$ cat src/ffha_pkg.sv
// Shared types, operation codes and layout constants for the first-fit heap allocator.
// Used by the controller, the datapath, the top level and the port checker.
`timescale 1ns / 1ps
`default_nettype none
package ffha_pkg;

  localparam int HEAP_BYTES_DEF        = 1500;
  localparam int SMALL_BLOCK_COUNT_DEF = 8;
  localparam int SMALL_BLOCK_BYTES_DEF = 16;

  localparam int POS_W        = 16;
  localparam int LEN_W        = 15;
  localparam int HDR_BYTES    = 2;
  localparam int MIN_SPLIT    = 4;
  localparam int LL_PAYLOAD   = 417;
  localparam int LL_HEADERS   = 19;
  localparam int LL_BLOCK_BYTES = ((LL_PAYLOAD + 1) / 2) * 2 + LL_HEADERS * HDR_BYTES;
  localparam int KICK_REQUEST = 1;

  localparam logic [1:0] OP_INIT  = 2'd0;
  localparam logic [1:0] OP_KICK  = 2'd1;
  localparam logic [1:0] OP_ALLOC = 2'd2;
  localparam logic [1:0] OP_FREE  = 2'd3;

  localparam logic RD_HDR  = 1'b0;
  localparam logic RD_FREE = 1'b1;

  localparam logic [3:0] WR_NONE       = 4'd0;
  localparam logic [3:0] WR_INIT_SENT  = 4'd1;
  localparam logic [3:0] WR_INIT_SMALL = 4'd2;
  localparam logic [3:0] WR_INIT_GUARD = 4'd3;
  localparam logic [3:0] WR_INIT_BIG   = 4'd4;
  localparam logic [3:0] WR_MERGE      = 4'd5;
  localparam logic [3:0] WR_REM        = 4'd6;
  localparam logic [3:0] WR_HDR_FULL   = 4'd7;
  localparam logic [3:0] WR_HDR_SIZE   = 4'd8;
  localparam logic [3:0] WR_FREE       = 4'd9;

  typedef struct packed {
    logic [1:0]  kind;
    logic [10:0] request_size;
    logic [10:0] block_address;
  } ffha_item_t;

  typedef struct packed {
    logic        ok;
    logic [10:0] payload_address;
  } ffha_result_t;

  typedef struct packed {
    logic       load;
    logic       setup;
    logic       rd_en;
    logic       rd_src;
    logic [3:0] wr_sel;
    logic       step_inuse;
    logic       step_run;
    logic       take_direct;
    logic       merge;
    logic       advance;
    logic       init_ff;
    logic       finish;
    logic       fin_ok;
    logic       fin_pay;
    logic       kick_ok;
    logic       kick_fail;
  } ffha_cmd_t;

  typedef struct packed {
    logic zero;
    logic in_use;
    logic coal;
    logic fits;
    logic merge_fits;
    logic len_zero;
    logic rem_ok;
    logic is_kick;
  } ffha_stat_t;

endpackage
`default_nettype wire

$ cat src/ffha_ctrl.sv
// Controller state machine of the heap allocator: sequences init, walk, merge,
// split and free steps. Depends on ffha_pkg for command and status types.
`timescale 1ns / 1ps
`default_nettype none
module ffha_ctrl (
  input  wire                    clk,
  input  wire                    rst,
  input  wire                    start,
  input  wire [1:0]              kind,
  input  ffha_pkg::ffha_stat_t   stat,
  output ffha_pkg::ffha_cmd_t    cmd,
  output logic                   busy
);
  import ffha_pkg::*;

  localparam logic [3:0] S_IDLE      = 4'd0;
  localparam logic [3:0] S_INIT0     = 4'd1;
  localparam logic [3:0] S_INIT1     = 4'd2;
  localparam logic [3:0] S_INIT2     = 4'd3;
  localparam logic [3:0] S_INIT3     = 4'd4;
  localparam logic [3:0] S_SETUP     = 4'd5;
  localparam logic [3:0] S_RD        = 4'd6;
  localparam logic [3:0] S_EVAL      = 4'd7;
  localparam logic [3:0] S_RERD      = 4'd8;
  localparam logic [3:0] S_LEN       = 4'd9;
  localparam logic [3:0] S_SPLIT     = 4'd10;
  localparam logic [3:0] S_SPLIT_HDR = 4'd11;
  localparam logic [3:0] S_FREE_RD   = 4'd12;
  localparam logic [3:0] S_FREE_WR   = 4'd13;

  logic [3:0] state;
  logic [3:0] state_next;
  logic       boot;
  logic       boot_next;

  always_ff @(posedge clk) begin
    if (rst) begin
      state <= S_INIT0;
      boot  <= 1'b1;
    end else begin
      state <= state_next;
      boot  <= boot_next;
    end
  end

  assign busy = (state != S_IDLE);

  always_comb begin
    cmd        = '0;
    state_next = state;
    boot_next  = boot;
    case (state)
      S_IDLE: begin
        if (start) begin
          cmd.load = 1'b1;
          case (kind)
            OP_INIT:  state_next = S_INIT0;
            OP_FREE:  state_next = S_FREE_RD;
            default:  state_next = S_SETUP;
          endcase
        end
      end
      S_INIT0: begin
        cmd.wr_sel  = WR_INIT_SENT;
        cmd.init_ff = 1'b1;
        state_next  = S_INIT1;
      end
      S_INIT1: begin
        cmd.wr_sel = WR_INIT_SMALL;
        state_next = S_INIT2;
      end
      S_INIT2: begin
        cmd.wr_sel = WR_INIT_GUARD;
        state_next = S_INIT3;
      end
      S_INIT3: begin
        cmd.wr_sel = WR_INIT_BIG;
        cmd.finish = !boot;
        cmd.fin_ok = 1'b1;
        boot_next  = 1'b0;
        state_next = S_IDLE;
      end
      S_SETUP: begin
        cmd.setup  = 1'b1;
        state_next = S_RD;
      end
      S_RD: begin
        cmd.rd_en  = 1'b1;
        cmd.rd_src = RD_HDR;
        state_next = S_EVAL;
      end
      S_EVAL: begin
        if (stat.zero || (stat.in_use && stat.len_zero)) begin
          cmd.finish    = 1'b1;
          cmd.kick_fail = stat.is_kick;
          state_next    = S_IDLE;
        end else if (stat.in_use) begin
          cmd.step_inuse = 1'b1;
          state_next     = S_RD;
        end else if (!stat.coal) begin
          if (stat.fits) begin
            cmd.take_direct = 1'b1;
            state_next      = S_SPLIT;
          end else begin
            cmd.step_run = 1'b1;
            state_next   = S_RD;
          end
        end else begin
          cmd.merge  = 1'b1;
          cmd.wr_sel = WR_MERGE;
          state_next = stat.merge_fits ? S_SPLIT : S_RERD;
        end
      end
      S_RERD: begin
        cmd.rd_en  = 1'b1;
        cmd.rd_src = RD_HDR;
        state_next = S_LEN;
      end
      S_LEN: begin
        if (stat.len_zero) begin
          cmd.finish    = 1'b1;
          cmd.kick_fail = stat.is_kick;
          state_next    = S_IDLE;
        end else begin
          cmd.advance = 1'b1;
          state_next  = S_RD;
        end
      end
      S_SPLIT: begin
        if (stat.rem_ok) begin
          cmd.wr_sel = WR_REM;
          state_next = S_SPLIT_HDR;
        end else begin
          cmd.wr_sel  = WR_HDR_FULL;
          cmd.finish  = 1'b1;
          cmd.fin_ok  = 1'b1;
          cmd.fin_pay = !stat.is_kick;
          cmd.kick_ok = stat.is_kick;
          state_next  = S_IDLE;
        end
      end
      S_SPLIT_HDR: begin
        cmd.wr_sel  = WR_HDR_SIZE;
        cmd.finish  = 1'b1;
        cmd.fin_ok  = 1'b1;
        cmd.fin_pay = !stat.is_kick;
        cmd.kick_ok = stat.is_kick;
        state_next  = S_IDLE;
      end
      S_FREE_RD: begin
        cmd.rd_en  = 1'b1;
        cmd.rd_src = RD_FREE;
        state_next = S_FREE_WR;
      end
      S_FREE_WR: begin
        cmd.wr_sel = WR_FREE;
        cmd.finish = 1'b1;
        cmd.fin_ok = 1'b1;
        state_next = S_IDLE;
      end
      default: begin
        state_next = S_IDLE;
      end
    endcase
  end

endmodule
`default_nettype wire

$ cat config.mk
export PLATFORM = sky130hd
export DESIGN_NAME = ffha_ctrl
export DESIGN_NICKNAME = d
export VERILOG_FILES = /design/src/ffha_pkg.sv /design/src/ffha_ctrl.sv
export SDC_FILE = /design/constraint.sdc
export NUM_CORES = 1
export LEC_CHECK = 0
export ABC_AREA = 0
export ABC_CLOCK_PERIOD_IN_PS = 3100
export BUFFER_PORTS_ARGS = -buffer_cell sky130_fd_sc_hd__buf_2
export CAP_MARGIN = 20
export CORE_UTILIZATION = 48
export DETAILED_ROUTE_END_ITERATION = 10
export GPL_TIMING_DRIVEN = 0
export PLACE_DENSITY = 0.87
export RECOVER_POWER = 25
export SYNTH_ARGS = -nofsm -noshare
export SYNTH_HDL_FRONTEND = slang
export SYNTH_SLANG_ARGS = --single-unit
$ cat constraint.sdc
create_clock -name clk -period 3.1 [get_ports clk]
set_clock_uncertainty 0.05 [all_clocks]
set_input_delay 0 -clock clk [delete_from_list [all_inputs] [get_ports clk]]
set_output_delay 0 -clock clk [all_outputs]
set_load 0.01 [all_outputs]
==> flow_metrics.py <==
metrics = {
    "global_route": {
        "grt_max_degree": 11,
        "overflow": 0,
        "grt_pass1_vias": 722,
        "antenna_found_initial": 0,
        "grt_pass1_wl_um": 3084,
        "grt.total_usage_pct": 28.45,
    },
    "critical_path": {
        "cpPeakStageDelay_ns": 0.41,
        "worstSetupEndpoint": "cmd[13]",
        "crit_top_cell": "clkbuf_1",
        "worstSetupStartpointType": "flop",
        "critPathTopFamily": "buffers and inverters",
        "crit_start": "state[3]",
        "crit_path_top_delay_cell": "clkbuf_1",
        "arrival_ns": 1.91,
        "path_class": "flop to output pin",
        "end_kind": "output pin",
        "required_ns": 3.05,
        "crit_chain": "clkbuf_1 -> clkbuf_1 -> nand2_1 -> nor2_1 -> a21oi_1 -> o21ai_1 -> buf_2",
        "rr_startpoint": "state[3]",
        "r2r_cells": 6,
        "crit_cells": 7,
        "crit_buf_inv": 3,
        "timing.rr.end": "state[0]",
        "reg2reg_slack_ns": 1.32,
        "worstPathMaxFanout": 10,
    },
    "logic_synthesis": {
        "yosys.area_share.simple_pct": 44.24,
        "yosysWarnings": 0,
        "synthAdderAreaFrac_pct": 1.645,
        "async_flop_share_pct": 0,
        "synth_top_area_share_pct": 14.63,
        "yosys_register_bits": 5,
        "synth_cells": 97,
        "ys.flop_type": "dfxtp_1",
        "yosys.area.top_type": "dfxtp_1",
        "syn_avg_cell_area_um2": 7.056,
        "synth_edf_count": 0,
        "synth_nets": 110,
        "synth.area.mux_share_pct": 0,
        "synth_sequential_area_ratio_pct": 14.63,
        "syn_area_um2": 684.4,
        "synth_xor_area_share_pct": 1.280,
        "synth_top_family_by_area": "simple AND/OR/NAND/NOR gates",
        "netlist-cell-type-count": 39,
        "synth_compound_area_share_pct": 27.97,
        "synth_area_leaders": "dfxtp_1 (15%), nand2b_1 (6.4%), a21oi_1 (5.9%)",
    },
    "power": {
        "p_leak_nw": 0.4544,
        "max-vdd-ir-drop_v": 0.0002297,
        "powerDensity_nw_per_um2": 516.2,
    },
    "timing": {
        "fin_ws_ns": 1.139,
        "fin_crit_sh_pct": 63.24,
        "max_freq_mhz": 510.1,
        "finalCriticalPeriod_ns": 1.961,
        "hold_violations": 0,
        "maxSlewViolCount": 0,
        "worst_slew_pin_slew_ns": 0.5223,
        "fin_tns_setup_ns": 0,
        "holdWs_ns": 0.06279,
        "setup_viol": 0,
        "rsz0062_at_grt": "false",
        "relSlewSlack_pct": 65.18,
    },
    "job": {
        "cap_violations": 0,
    },
    "clock_tree": {
        "cts_tree": "built",
        "postCtsSetupRepairBufs": 0,
        "cts.sinks": 5,
        "numCtsBuffers": 3,
        "clk_pin_slew_worst_paths_ns": 0.05,
        "clk_latency_ns": 0.24,
        "htree_num_levels": 1,
        "cts_root_buf": "clkbuf_4",
        "clockBufferDepth": 2,
    },
    "placement": {
        "hpwl_um": 1428,
        "io_buffers": 32,
        "post-place-cells": 144,
        "preCtsSetupSlack_ns": 1.710,
        "gp_congestion": 0.8672,
    },
    "layout": {
        "layout_common_cells": "buf_2 (30), nor2_1 (9), nand2_1 (8), a21oi_1 (8)",
        "num-fill-cells": 125,
        "final_common_cell": "buf_2",
        "syn_to_final_growth_pct": 29.62,
        "drive_gt1_share_pct": 32.09,
        "antennaDiodeCount": 0,
        "final_cell_count_no_fill": 149,
        "nets": 148,
    },
    "routing": {
        "first_iter_violations": 43,
        "via_per_inst": 5.872,
        "ant_nets": 0,
        "firstDrtPassIters": 5,
        "routed_wl_um": 1910,
        "vias": 875,
        "drc": 0,
        "wire_per_inst_um": 12.82,
    },
    "die": {
        "initial_core_util_pct": 51.95,
        "core_um2": 1318,
        "die_h_um": 39.76,
        "io_pins": 33,
        "dieArea_um2": 1581,
        "die_w_um": 39.76,
        "num_rows": 13,
    },
    "worst_hold_path": {
        "hp-class": "input pin to flop",
    },
    "run_status": {
        "status": "complete, no violations",
    },
}
cell usage after synthesis, types with 2 or more instances:
cell type  number
nor2_1          9
a21oi_1         8
nand2_1         8
nand2b_1        7
nor3_1          7
a31oi_1         5
and3_1          5
dfxtp_1         5
o21ai_1         4
buf_4           3
inv_1           3
a21o_1          2
and2_1          2
buf_2           2
buf_6           2
o21ai_0         2
per-layer routing:
metal	wire, um	vias up	GRT usage [%]
met4	19	0	6.034
met5	0	-	0
li1	-	432	-
met1	775	376	36.24
met2	950	61	51.23
met3	163	6	1.705
where the power goes:
part	switching, mW	internal (mW)	leakage, nW	total, mW
clock	0.0263	0.0486	0.0150	0.0750
sequential	0.0158	0.0779	0.0412	0.0937
combinational	0.173	0.117	0.398	0.289
worst min-delay path by stage:
stage                 start       end  slack [ns]  depth (start not counted)
floorplan           stat[2]    cmd[6]       -0.01                          1
global placement        rst      boot        0.15                          2
detailed placement      rst      boot        0.16                          2
CTS                 stat[1]  state[3]        0.06                          3
global route        stat[1]  state[3]        0.08                          3
finish              stat[1]  state[3]        0.06                          3
flip-flops by register name, summed over array words and instances, names as in the netlist:
name   cells
state      4
boot       1
tightest hold or removal path, cell delays in order:
cell	delay [ns]
buf_2	0.13
nand3b_1	0.08
a31oi_1	0.09
layout make-up:
class                   count  area (um2)  share of cell area (%)
plain buffers               7       46.29                   5.219
clock buffers               4       26.28                   2.962
inverters                   4       15.01                   1.693
multi-input cells          81       514.2                   57.97
flip-flops and latches      5       100.1                   11.28
well taps                  15       18.77                   2.116
repair buffers             33       166.4                   18.76
what timing repair did:
| item | CTS | global route |
|---|---|---|
| resized for setup | 0 | 0 |
| hold buffers | 1 | 0 |
| hold endpoints to repair | 2 | 0 |
| endpoints found under the setup margin | 0 | 0 |
metrics by stage:
| stage | util (%) | area, um2 | total power [mW] |
|---|---|---|---|
| 2_1_floorplan | - | 684.4 | 0.3039 |
| 3_3_place_gp | 65.53 | 863.3 | 0.3801 |
| 3_5_place_dp | 65.53 | 863.3 | 0.3854 |
| 4_1_cts | 68.28 | 899.6 | 0.4649 |
| 5_1_grt | 67.33 | 887.1 | 0.4994 |
| 6_report | 67.33 | 887.1 | 0.4579 |
cell families (layout without fill, tap and decap cells):
| family | Yosys count | after routing |
|---|---|---|
| and+or+nand+nor | 50 | 50 |
| AOI/OAI and AO/OA | 29 | 29 |
| buffers and inverters | 11 | 48 |
| DFF | 5 | 5 |
| adders and majority gates | 1 | 1 |
| xor gates and xnor gates | 1 | 1 |
Power figures use the tool's default switching activity.
